`config.mk`:
```
export PLATFORM = sky130hd
export DESIGN_NAME = frequency_ordered_table_unit
export DESIGN_NICKNAME = d
export VERILOG_FILES = /design/src/hdl/fot_pkg.sv /design/src/hdl/fot_cell.sv /design/src/hdl/frequency_ordered_table_unit.sv
export SDC_FILE = /design/constraint.sdc
export NUM_CORES = 2
export LEC_CHECK = 0
export ABC_AREA = 0
export BUFFER_PORTS_ARGS = -buffer_cell sky130_fd_sc_hd__buf_2
export CORE_ASPECT_RATIO = 2
export CORE_MARGIN = 2
export CORE_UTILIZATION = 27
export DETAILED_ROUTE_END_ITERATION = 10
export PLACE_DENSITY = 0.46
export SYNTH_ARGS = -nofsm -noshare
export SYNTH_HDL_FRONTEND = slang
export SYNTH_SLANG_ARGS = --single-unit
```
`constraint.sdc`:
```
create_clock -name clk -period 16 [get_ports clk]
set_input_delay 0.8 -clock clk [delete_from_list [all_inputs] [get_ports clk]]
set_output_delay 0.8 -clock clk [all_outputs]
set_load 0.01 [all_outputs]
```
`src/hdl/fot_pkg.sv`:
```
// ----------------------------------------------------------------------------
// fot_pkg
// Sizes, command and status codes, and the entry and cell control types.
// ----------------------------------------------------------------------------
package fot_pkg;

	localparam int DEPTH   = 16;
	localparam int VALUE_W = 32;
	localparam int COUNT_W = 16;
	localparam int KEY_W   = 4;
	localparam int CNT_W   = $clog2(DEPTH + 1);

	localparam logic [1:0] CMD_APPEND = 2'd0;
	localparam logic [1:0] CMD_GET    = 2'd1;
	localparam logic [1:0] CMD_SET    = 2'd2;

	localparam logic [1:0] ST_DONE = 2'd0;
	localparam logic [1:0] ST_MISS = 2'd1;
	localparam logic [1:0] ST_FULL = 2'd2;

	typedef struct packed {
		logic [KEY_W-1:0]   key;
		logic [VALUE_W-1:0] value;
		logic [COUNT_W-1:0] hits;
	} entry_t;

	// update command for one cell
	typedef struct packed {
		logic load_left;
		logic load_bcast;
	} cell_ctl_t;

endpackage

```
`src/hdl/fot_cell.sv`:
```
// ----------------------------------------------------------------------------
// fot_cell
// One table slot: holds an entry, compares its key and count, and takes the
// broadcast entry or its left neighbor's entry on command.
// ----------------------------------------------------------------------------
module fot_cell
	import fot_pkg::*;
(
	input  logic               clk,
	input  logic               valid,
	input  logic [KEY_W-1:0]   key,
	input  logic [COUNT_W-1:0] ref_count,
	input  entry_t             left,
	input  entry_t             bcast,
	input  cell_ctl_t          ctl,
	output entry_t             entry,
	output logic               match,
	output logic               lt
);

	entry_t entry_q;

	always_ff @(posedge clk) begin
		if (ctl.load_bcast) begin
			entry_q <= bcast;
		end else if (ctl.load_left) begin
			entry_q <= left;
		end
	end

	assign entry = entry_q;
	assign match = valid && (entry_q.key == key);
	assign lt    = entry_q.hits < ref_count;

endmodule

```
`src/hdl/frequency_ordered_table_unit.sv`:
```
// ----------------------------------------------------------------------------
// frequency_ordered_table_unit
// Self-organizing key/value table ordered by descending access count, built
// as a row of slot cells that shift entries toward the back on promotion.
// ----------------------------------------------------------------------------
//
//  channel | handshake          | fields
//  --------+--------------------+--------------------------------------
//  in      | in_valid, in_stall | cmd, key, value
//  out     | out_valid,out_stall| read_value, assigned_key, status
//
//  A word is accepted in idle, looked up in the next cycle and committed in
//  the cycle after; the commit cycle also accepts the next word, so a new
//  word can enter while the last commits. The pace is set by the two
//  passes over the cell row: key match, then count compare and shift.
//  A stalled output holds the commit cycle (and with it the input side).
//  arst_n clears the control state and the fill count; slot contents need
//  no clearing since only filled slots are ever matched.
//
module frequency_ordered_table_unit
	import fot_pkg::*;
(
	input  logic               clk,
	input  logic               arst_n,
	input  logic               in_valid,
	output logic               in_stall,
	input  logic [1:0]         cmd,
	input  logic [KEY_W-1:0]   key,
	input  logic [VALUE_W-1:0] value,
	output logic               out_valid,
	input  logic               out_stall,
	output logic [VALUE_W-1:0] read_value,
	output logic [KEY_W-1:0]   assigned_key,
	output logic [1:0]         status
);

	localparam logic [1:0] S_IDLE = 2'd0;
	localparam logic [1:0] S_LOOK = 2'd1;
	localparam logic [1:0] S_UPD  = 2'd2;

	logic [1:0]         state_q;
	logic [CNT_W-1:0]   fill_q;

	// request held from accept
	logic [1:0]         cmd_q;
	logic [KEY_W-1:0]   key_q;
	logic [VALUE_W-1:0] value_q;

	// lookup results
	logic [DEPTH-1:0]   hit_oh_q;
	logic               do_hit_q;
	logic               app_ok_q;
	entry_t             upd_entry_q;
	logic [VALUE_W-1:0] res_value_q;
	logic [KEY_W-1:0]   res_key_q;
	logic [1:0]         res_status_q;

	// output register
	logic               out_valid_q;
	logic [VALUE_W-1:0] read_value_q;
	logic [KEY_W-1:0]   assigned_key_q;
	logic [1:0]         status_q;

	// cell row
	entry_t             cell_entry [DEPTH];
	cell_ctl_t          cell_ctl   [DEPTH];
	logic [DEPTH-1:0]   match_vec;
	logic [DEPTH-1:0]   lt_vec;
	logic [DEPTH-1:0]   valid_vec;
	logic [DEPTH:0]     therm;
	entry_t             bcast;

	logic               accept;
	logic               fire_upd;

	// lookup-stage logic
	logic [DEPTH-1:0]   first_oh;
	entry_t             hit_entry;
	logic               hit_any;
	logic               is_lookup;
	logic               app_ok;
	logic [COUNT_W-1:0] new_hits;

	// update-stage logic
	logic [DEPTH-1:0]   at_or_before;
	logic [DEPTH-1:0]   move_vec;
	logic [DEPTH-1:0]   move_start;
	logic [DEPTH-1:0]   app_oh;

	assign fire_upd = (state_q == S_UPD) && (!out_valid_q || !out_stall);
	assign in_stall = !((state_q == S_IDLE) || fire_upd);
	assign accept   = in_valid && !in_stall;

	// cell i is filled when i < fill count
	assign therm     = ({{DEPTH{1'b0}}, 1'b1} << fill_q) - {{DEPTH{1'b0}}, 1'b1};
	assign valid_vec = therm[DEPTH-1:0];

	// ---- lookup: first match in table order, hit entry, result ----
	assign first_oh  = match_vec & (~match_vec + {{(DEPTH-1){1'b0}}, 1'b1});
	assign hit_any   = |match_vec;
	assign is_lookup = (cmd_q == CMD_GET) || (cmd_q == CMD_SET);
	assign app_ok    = (cmd_q == CMD_APPEND) && (fill_q < CNT_W'(DEPTH));

	always_comb begin
		hit_entry = '0;
		for (int j = 0; j < DEPTH; j++) begin
			if (first_oh[j]) begin
				hit_entry = hit_entry | cell_entry[j];
			end
		end
	end

	// saturate the count at its top
	assign new_hits = (hit_entry.hits == {COUNT_W{1'b1}}) ? hit_entry.hits
		: hit_entry.hits + {{(COUNT_W-1){1'b0}}, 1'b1};

	// ---- update: shift the block of smaller counts back by one slot ----
	assign at_or_before = hit_oh_q | (hit_oh_q - {{(DEPTH-1){1'b0}}, 1'b1});
	assign move_vec     = do_hit_q ? (lt_vec & at_or_before) : '0;
	assign move_start   = move_vec & ~(move_vec << 1);
	assign app_oh       = app_ok_q ? therm[DEPTH-1:0] ^ (therm[DEPTH-1:0] << 1) ^
		{{(DEPTH-1){1'b0}}, 1'b1} : '0;
	// app_oh: lowest unfilled slot (therm ones below it, zero above)

	always_comb begin
		if (app_ok_q) begin
			bcast.key   = KEY_W'(fill_q);
			bcast.value = value_q;
			bcast.hits  = '0;
		end else begin
			bcast = upd_entry_q;
		end
	end

	always_comb begin
		for (int j = 0; j < DEPTH; j++) begin
			cell_ctl[j].load_bcast = fire_upd && (app_oh[j] || move_start[j] ||
				(do_hit_q && hit_oh_q[j] && !move_vec[j]));
			cell_ctl[j].load_left  = fire_upd && move_vec[j] && !move_start[j];
		end
	end

	// ---- cell row ----
	for (genvar j = 0; j < DEPTH; j++) begin : g_cell
		entry_t left_entry;
		if (j == 0) begin : g_head
			assign left_entry = '0;
		end else begin : g_body
			assign left_entry = cell_entry[j-1];
		end
		fot_cell u_cell (
			.clk       (clk),
			.valid     (valid_vec[j]),
			.key       (key_q),
			.ref_count (upd_entry_q.hits),
			.left      (left_entry),
			.bcast     (bcast),
			.ctl       (cell_ctl[j]),
			.entry     (cell_entry[j]),
			.match     (match_vec[j]),
			.lt        (lt_vec[j])
		);
	end

	// ---- sequencer and fill count ----
	always_ff @(posedge clk or negedge arst_n) begin
		if (!arst_n) begin
			state_q <= S_IDLE;
			fill_q  <= '0;
		end else begin
			case (state_q)
				S_IDLE: begin
					if (accept) begin
						state_q <= S_LOOK;
					end
				end
				S_LOOK: begin
					state_q <= S_UPD;
				end
				S_UPD: begin
					if (fire_upd) begin
						state_q <= accept ? S_LOOK : S_IDLE;
						if (app_ok_q) begin
							fill_q <= fill_q + {{(CNT_W-1){1'b0}}, 1'b1};
						end
					end
				end
				default: begin
					state_q <= S_IDLE;
				end
			endcase
		end
	end

	// hold the request word
	always_ff @(posedge clk) begin
		if (accept) begin
			cmd_q   <= cmd;
			key_q   <= key;
			value_q <= value;
		end
	end

	// register lookup results and the word's result
	always_ff @(posedge clk) begin
		if (state_q == S_LOOK) begin
			hit_oh_q          <= first_oh;
			do_hit_q          <= is_lookup && hit_any;
			app_ok_q          <= app_ok;
			upd_entry_q.key   <= hit_entry.key;
			upd_entry_q.value <= (cmd_q == CMD_SET) ? value_q : hit_entry.value;
			upd_entry_q.hits  <= new_hits;
			res_key_q         <= app_ok ? KEY_W'(fill_q) : key_q;
			if (is_lookup && hit_any) begin
				res_value_q  <= (cmd_q == CMD_SET) ? value_q : hit_entry.value;
				res_status_q <= ST_DONE;
			end else if (is_lookup) begin
				res_value_q  <= valid_vec[0] ? cell_entry[0].value : '0;
				res_status_q <= ST_MISS;
			end else if (cmd_q == CMD_APPEND && !app_ok) begin
				res_value_q  <= '0;
				res_status_q <= ST_FULL;
			end else begin
				res_value_q  <= '0;
				res_status_q <= ST_DONE;
			end
		end
	end

	// output register: load on commit, drop when taken
	always_ff @(posedge clk or negedge arst_n) begin
		if (!arst_n) begin
			out_valid_q <= 1'b0;
		end else if (fire_upd) begin
			out_valid_q <= 1'b1;
		end else if (!out_stall) begin
			out_valid_q <= 1'b0;
		end
	end

	always_ff @(posedge clk) begin
		if (fire_upd) begin
			read_value_q   <= res_value_q;
			assigned_key_q <= res_key_q;
			status_q       <= res_status_q;
		end
	end

	assign out_valid    = out_valid_q;
	assign read_value   = read_value_q;
	assign assigned_key = assigned_key_q;
	assign status       = status_q;

endmodule

```
Yosys cells after proc, flatten, opt, wreduce, memory -nomap -nowiden
Index checks and enable logic that the tools add are counted.
{"block": "op_classes", "n_addsub": 5, "multipliers": 0, "n_div": 0, "order_cmp": 17, "n_eq_ne": 24, "shifts": 1, "mux": 65, "bitwise_logic": 23, "reduce_logical": 194}
{"cell": "$mux 52", "count": 49}
{"cell": "$or 52x52->52", "count": 15}
{"cell": "$lt 16x16->1", "count": 16}
{"cell": "$mux 32", "count": 4}
{"cell": "$logic_and 1x1->1", "count": 101}
{"cell": "$eq 4x4->1", "count": 16}
{"cell": "$and 16x16->16", "count": 3}
{"cell": "$mux 16", "count": 3}
{"cell": "$logic_not 1->1", "count": 36}
{"cell": "$logic_or 1x1->1", "count": 35}
{"cell": "$add 16x1->16 const B", "count": 2}
{"cell": "$not 16->16", "count": 2}
{"cell": "$reduce_bool 2->1", "count": 16}
{"cell": "$sub 16x1->16 const B", "count": 2}
{"cell": "$eq 16x16->1 const B", "count": 1}
{"cell": "$or 16x16->16", "count": 1}
{"cell": "$reduce_or 16->1", "count": 1}
{"cell": "$shl 1x5->16 const A", "count": 1}
{"cell": "$xor 16x16->16", "count": 1}
{"cell": "$mux 2", "count": 3}
{"cell": "$pmux 2 s3", "count": 1}
{"cell": "$add 5x1->5 const B", "count": 1}
{"cell": "$lt 5x5->1 const B", "count": 1}
{"cell": "$eq 2x1->1 const B", "count": 2}
{"cell": "other kinds (10)", "count": 16}
{"block": "word_totals", "regBits": 1024, "latch_bits": 0, "ram_bits": 0, "mem_bits_ro": 0, "inputBits": 42, "output_inout_bits": 40, "elab_cells": 396, "n_memories": 0}

Logic depth before layout (Yosys ltp)
{"block": "logic_depth", "depth_word": 39, "mapped_depth": 21, "mapped_depth_nobuf": 19}

Modules after synthesis
A second synthesis with hierarchy kept.
{"block": "hier_totals", "hier_cells": 4217, "hier_area_um2": 56033.7}
{"module": "fot_cell (g_cell[0].u_cell ...)", "instances": 14, "cells_per_inst": 169, "area_each_um2": 2603.7, "seq_area_each_um2": 1561.5}
{"module": "frequency_ordered_table_unit", "instances": 1, "cells_per_inst": 1513, "area_each_um2": 14268.7, "seq_area_each_um2": 5725.5}
{"module": "fot_cell (g_cell[8].u_cell ...)", "instances": 2, "cells_per_inst": 169, "area_each_um2": 2656.3, "seq_area_each_um2": 1561.5}

Worst setup path after synthesis
No wires, ideal clock.
{"block": "synth_path", "path_type": "reg2reg", "start": "register fill_q[1]", "end": "register g_cell[5].u_cell.entry_q (netlist bit g_cell[5].u_cell.entry[41]), data pin", "setup_ns": 0.275, "arrival_ns": 6.229, "slack_ns": 9.495, "path_stages_with_launch": 19, "period_less_slack_ns": 6.505, "path_cell_list": "dfrtp_1 inv_1 ha_1 buf_2 nor2b_1 nand2_1 ha_1 o21a_1 a41oi_1 nand2_1 xnor2_1 nor2_1 a21oi_1 a31oi_1 o31ai_1 clkbuf_1 buf_2 nand2_1 o21ai_0"}
{"block": "synth_via", "elab_chain_len": 8}
{"item": "start: declaration", "line_no": "frequency_ordered_table_unit.sv:42", "rtl": "logic [CNT_W-1:0] fill_q;"}
{"item": "start signal: assignment", "line_no": "frequency_ordered_table_unit.sv:184", "rtl": "fill_q <= fill_q + {{(CNT_W-1){1'b0}}, 1'b1};"}
{"item": "$shl 1x5->16", "line_no": "frequency_ordered_table_unit.sv:95", "rtl": "assign therm = ({{DEPTH{1'b0}}, 1'b1} << fill_q) - {{DEPTH{1'b0}}, 1'b1};"}
{"item": "$sub 16x1->16", "line_no": "frequency_ordered_table_unit.sv:95"}
{"item": "$xor 16x16->16", "line_no": "frequency_ordered_table_unit.sv:121", "rtl": "assign app_oh = app_ok_q ? therm[DEPTH-1:0] ^ (therm[DEPTH-1:0] << 1) ^"}
{"item": "$mux 16", "line_no": "frequency_ordered_table_unit.sv:121"}
{"item": "$logic_or 1x1->1 (2 in a row)", "line_no": "frequency_ordered_table_unit.sv:137", "rtl": "cell_ctl[j].load_bcast = fire_upd && (app_oh[j] || move_start[j] ||"}
{"item": "$logic_and 1x1->1", "line_no": "frequency_ordered_table_unit.sv:137"}
{"item": "$mux 52", "line_no": "fot_cell.sv:24", "rtl": "if (ctl.load_bcast) begin"}
{"item": "end signal: assignment", "line_no": "fot_cell.sv:25", "rtl": "entry_q <= bcast;"}
{"item": "end signal: assignment", "line_no": "fot_cell.sv:27", "rtl": "entry_q <= left;"}
{"item": "end: declaration", "line_no": "fot_cell.sv:21", "rtl": "entry_t entry_q;"}
Every way passes these cells.
A chain may end at the register's enable or synchronous reset.

Worst setup path in the final report
{"block": "layout_path", "start": "register fill_q[0]", "end": "register res_value_q[10], data pin"}
{"block": "layout_via", "elab_chain_len": 39}
{"item": "$shl 1x5->16 *", "line_no": "frequency_ordered_table_unit.sv:95"}
{"item": "$sub 16x1->16 *", "line_no": "frequency_ordered_table_unit.sv:95"}
{"item": "$logic_and 1x1->1", "line_no": "fot_cell.sv:32", "rtl": "assign match = valid && (entry_q.key == key);"}
{"item": "$not 16->16", "line_no": "frequency_ordered_table_unit.sv:99", "rtl": "assign first_oh = match_vec & (~match_vec + {{(DEPTH-1){1'b0}}, 1'b1});"}
{"item": "$add 16x1->16", "line_no": "frequency_ordered_table_unit.sv:99"}
{"item": "$and 16x16->16", "line_no": "frequency_ordered_table_unit.sv:99"}
{"item": "$mux 52", "line_no": "frequency_ordered_table_unit.sv:107", "rtl": "if (first_oh[j]) begin"}
{"item": "$or 52x52->52", "line_no": "frequency_ordered_table_unit.sv:108", "rtl": "hit_entry = hit_entry | cell_entry[j];"}
{"item": "[... 23 more ...]"}
{"item": "$or 52x52->52", "line_no": "frequency_ordered_table_unit.sv:108"}
{"item": "$mux 52", "line_no": "frequency_ordered_table_unit.sv:107"}
{"item": "$or 52x52->52", "line_no": "frequency_ordered_table_unit.sv:108"}
{"item": "$mux 52", "line_no": "frequency_ordered_table_unit.sv:107"}
{"item": "$or 52x52->52", "line_no": "frequency_ordered_table_unit.sv:108"}
{"item": "$mux 52", "line_no": "frequency_ordered_table_unit.sv:107"}
{"item": "$mux 32", "line_no": "frequency_ordered_table_unit.sv:215", "rtl": "res_value_q <= (cmd_q == CMD_SET) ? value_q : hit_entry.value;"}
{"item": "$mux 32 *", "line_no": "frequency_ordered_table_unit.sv:214", "rtl": "if (is_lookup && hit_any) begin"}
{"item": "end signal: assignment", "line_no": "frequency_ordered_table_unit.sv:215"}
{"item": "end signal: assignment", "line_no": "frequency_ordered_table_unit.sv:218", "rtl": "res_value_q <= valid_vec[0] ? cell_entry[0].value : '0;"}
{"item": "end: declaration", "line_no": "frequency_ordered_table_unit.sv:54", "rtl": "logic [VALUE_W-1:0] res_value_q;"}
Mark *: on every way between the ends. The rest lies on a longest branch, timed or not.

==> flow_metrics.tcl <==
set metrics [dict create \
    status "finished, final reports clean" \
    worst_slew_pin_slew_ps 1400 \
    power_switching_share 0.389 \
    vias 40000 \
    internal_power_mw 5.88 \
    cts_num_sinks 1024 \
    setup_violations 0 \
    p_sw_mw 3.75 \
    final_max_slew_viol_count 0 \
    layout_commonest_cell "edfxtp_1" \
    maxCapViolCount 0 \
    drtIter0Drc 3545 \
    die_y_um 640 \
    wl_mm 232 \
    end_kind "flip-flop" \
    nets 4708 \
    grt_pass1_vias 41300 \
    hold_violations 0 \
    post_cts_resized 0 \
    hold_class "input pin to flip-flop" \
    wl_per_cell_um 32.8 \
    clkPwrFrac 0.257 \
    fmax_mhz 140 \
    viasPerCell 5.65 \
    power.leakage_nw 21.7 \
    dp_cells 6902 \
    overflow 0 \
    start_util 0.272 \
    worstHoldStart "value[2]" \
    skew_ps 44.9 \
    final_cell_area_um2 61700 \
    hold_buffers 1 \
    grtUsageTotal 0.220 \
    syn_to_final_growth_pct 13.0 \
    die_area_um2 206000 \
    synth_edf_count 1016 \
    ios 82 \
    crit_arrival_ps 7700 \
    drc 0 \
    ctsLongestPathBuffers 3 \
    reg2reg_depth 14 \
    cts_root_buf "clkbuf_16" \
    rsz0062_at_grt "false" \
    criticalPathCategory "flip-flop to flip-flop" \
    finalCriticalPeriod_ps 7120 \
    placed_area_um2 58500 \
    cts_setup_buffers 0 \
    ant_nets 0 \
    crit_required_ps 16570 \
    startpoint "fill_q[0]" \
    dpl_worst_slack_ps 8960 \
    final.setup.tns_ps 0 \
    ys_dominant_reg_cell "edfxtp_1" \
    synthArstFlopShare 0.00781 \
    cts_buffers 96 \
    crit_fanout 32 \
    tritoncts "yes" \
    synth_cell_type_count 100 \
    grt_max_degree 59 \
    final_cell_mix "edfxtp_1 (1016), mux2_2 (449), nand2_1 (318), o21ai_0 (263), ha_1 (249)" \
    core_area_um2 201000 \
    gp_congestion 0.929 \
    dr.pass1.iters 9 \
    h-tree-depth 3 \
    grt_pass1_wl_mm 319 \
    die_w_um 322 \
    rows 233 \
    combPwrFrac 0.351 \
    synth_warnings 0 \
    clk_pin_slew_ps 70 \
    syn_area_per_cell_um2 12.4 \
    worst_hold_path.num_cells 1 \
    ys_ff_latch 1024 \
    io_buffers 81 \
    antenna_found_initial 5 \
    fin_ws_ps 8880 \
    power_density_nw_per_um2 156 \
    netlist_instances 4391 \
    critPathLaunchType "flip-flop" \
    syn_area_um2 54600 \
    drive_gt1_frac 0.207 \
    vdd_ir_drop_max_v 0.0000987 \
    synth_fp_nets 4683 \
    r2r-start "fill_q[0]" \
    stdcell_count 7085 \
    ys_seq_area_frac 0.562 \
    clk_latency_ps 740 \
    dp_hpwl_mm 153 \
    rrSetupSlack_ps 8880 \
    slew_headroom 0.0596 \
    pwr-share-seq 0.392 \
    min_period_over_period 0.445 \
]
[logic make-up after synthesis]
group	synth area share
AO/OA/AOI/OAI	0.158
flip-flops	0.562
AND/OR/NAND/NOR	0.0783
multiplexers	0.102
buffers and inverters	0.0292
adder cells (fa/ha/maj)	0.0573
XOR/XNOR	0.0136
[power by group through the flow]
stage,clock [mW],sequential [mW],combinational (mW)
after floorplan,0,3.73,2.00
after global placement,0,3.83,3.32
after detailed placement,0,3.83,3.36
after CTS,2.51,3.77,3.37
after global routing,2.59,3.81,3.58
final,2.47,3.78,3.39
[synthesized netlist by cell type (all sizes together), types with 9 or more instances]
cell type,number,area share
mux2,451,0.093
a22oi,57,0.0079
a22o,99,0.016
a21o,107,0.015
and2,18,0.0021
a221o,73,0.013
nand4,48,0.0056
o211ai,25,0.0034
nand3,86,0.0082
or2,9,0.0010
a21oi,235,0.022
xnor2,51,0.0082
edfxtp,1016,0.56
o22ai,38,0.0044
a221oi,124,0.020
nand2b,33,0.0038
a31oi,12,0.0018
buf,73,0.0065
nand2,320,0.022
ha,250,0.057
nor3,31,0.0029
mux2i,47,0.0086
o21a,12,0.0016
and3,18,0.0021
a222oi,12,0.0022
nor2b,24,0.0027
nor4,23,0.0038
a211oi,29,0.0045
a32oi,47,0.0075
a2111oi,11,0.0019
inv,125,0.0086
nor2,259,0.018
xor2,34,0.0055
o21ai,270,0.025
or3,9,0.0010
a31o,24,0.0038
clkbuf,205,0.014
[per-layer routing]
metal	GRT usage	part of all wire
met1	0.219	0.34
met3	0.0236	0.043
met2	0.422	0.54
met5	0	0
met4	0.152	0.081
[flip-flops by register name, indices dropped and copies added, names as in the netlist]
signal	count
out_valid	1
status	2
hit_oh_q	16
read_value	32
app_ok_q	1
assigned_key	4
upd_entry_q	52
state_q	2
res_key_q	4
g_cell.u_cell.entry	832
fill_q	5
do_hit_q	1
res_value_q	32
res_status_q	2
key_q	4
cmd_q	2
value_q	32
[worst paths after layout]
kind	end
max in group asynchronous	out_valid
setup reg to reg	res_value_q[10]
setup / recovery	res_value_q[10]
min in group asynchronous	fill_q[1]
hold reg to reg	read_value[20]
hold / removal	value_q[2]
[worst max-delay path, stage by stage (launching register included)]
cell     delay (ps)
dfrtp_1         440
inv_1           150
ha_1            620
nand3_1         390
ha_1            410
xnor2_1         520
or2_1           320
and4_1          340
nand3_2         440
nor2_2          860
nand2_1         290
nor4b_1         930
and2_2          280
buf_4           620
a22o_1          260
[final cells by class]
type                    instances  area [um2]
well taps                    2585        3230
multi-input cells            2963       22700
inverters                     126         482
repair buffers                205        1340
diodes                          1        2.50
fillers                     20400      139000
clock inverters                73         742
clock buffers                 108        2470
flip-flops and latches       1024       30700
[stage by stage]
step	hold WS (ps)	power, mW	util
2_1_floorplan	400	5.73	-
3_3_place_gp	406	7.15	0.291
3_5_place_dp	405	7.19	0.291
4_1_cts	195	9.65	0.307
5_1_grt	220	9.98	0.307
6_report	237	9.64	0.307
(Power assumes the default switching activity.)
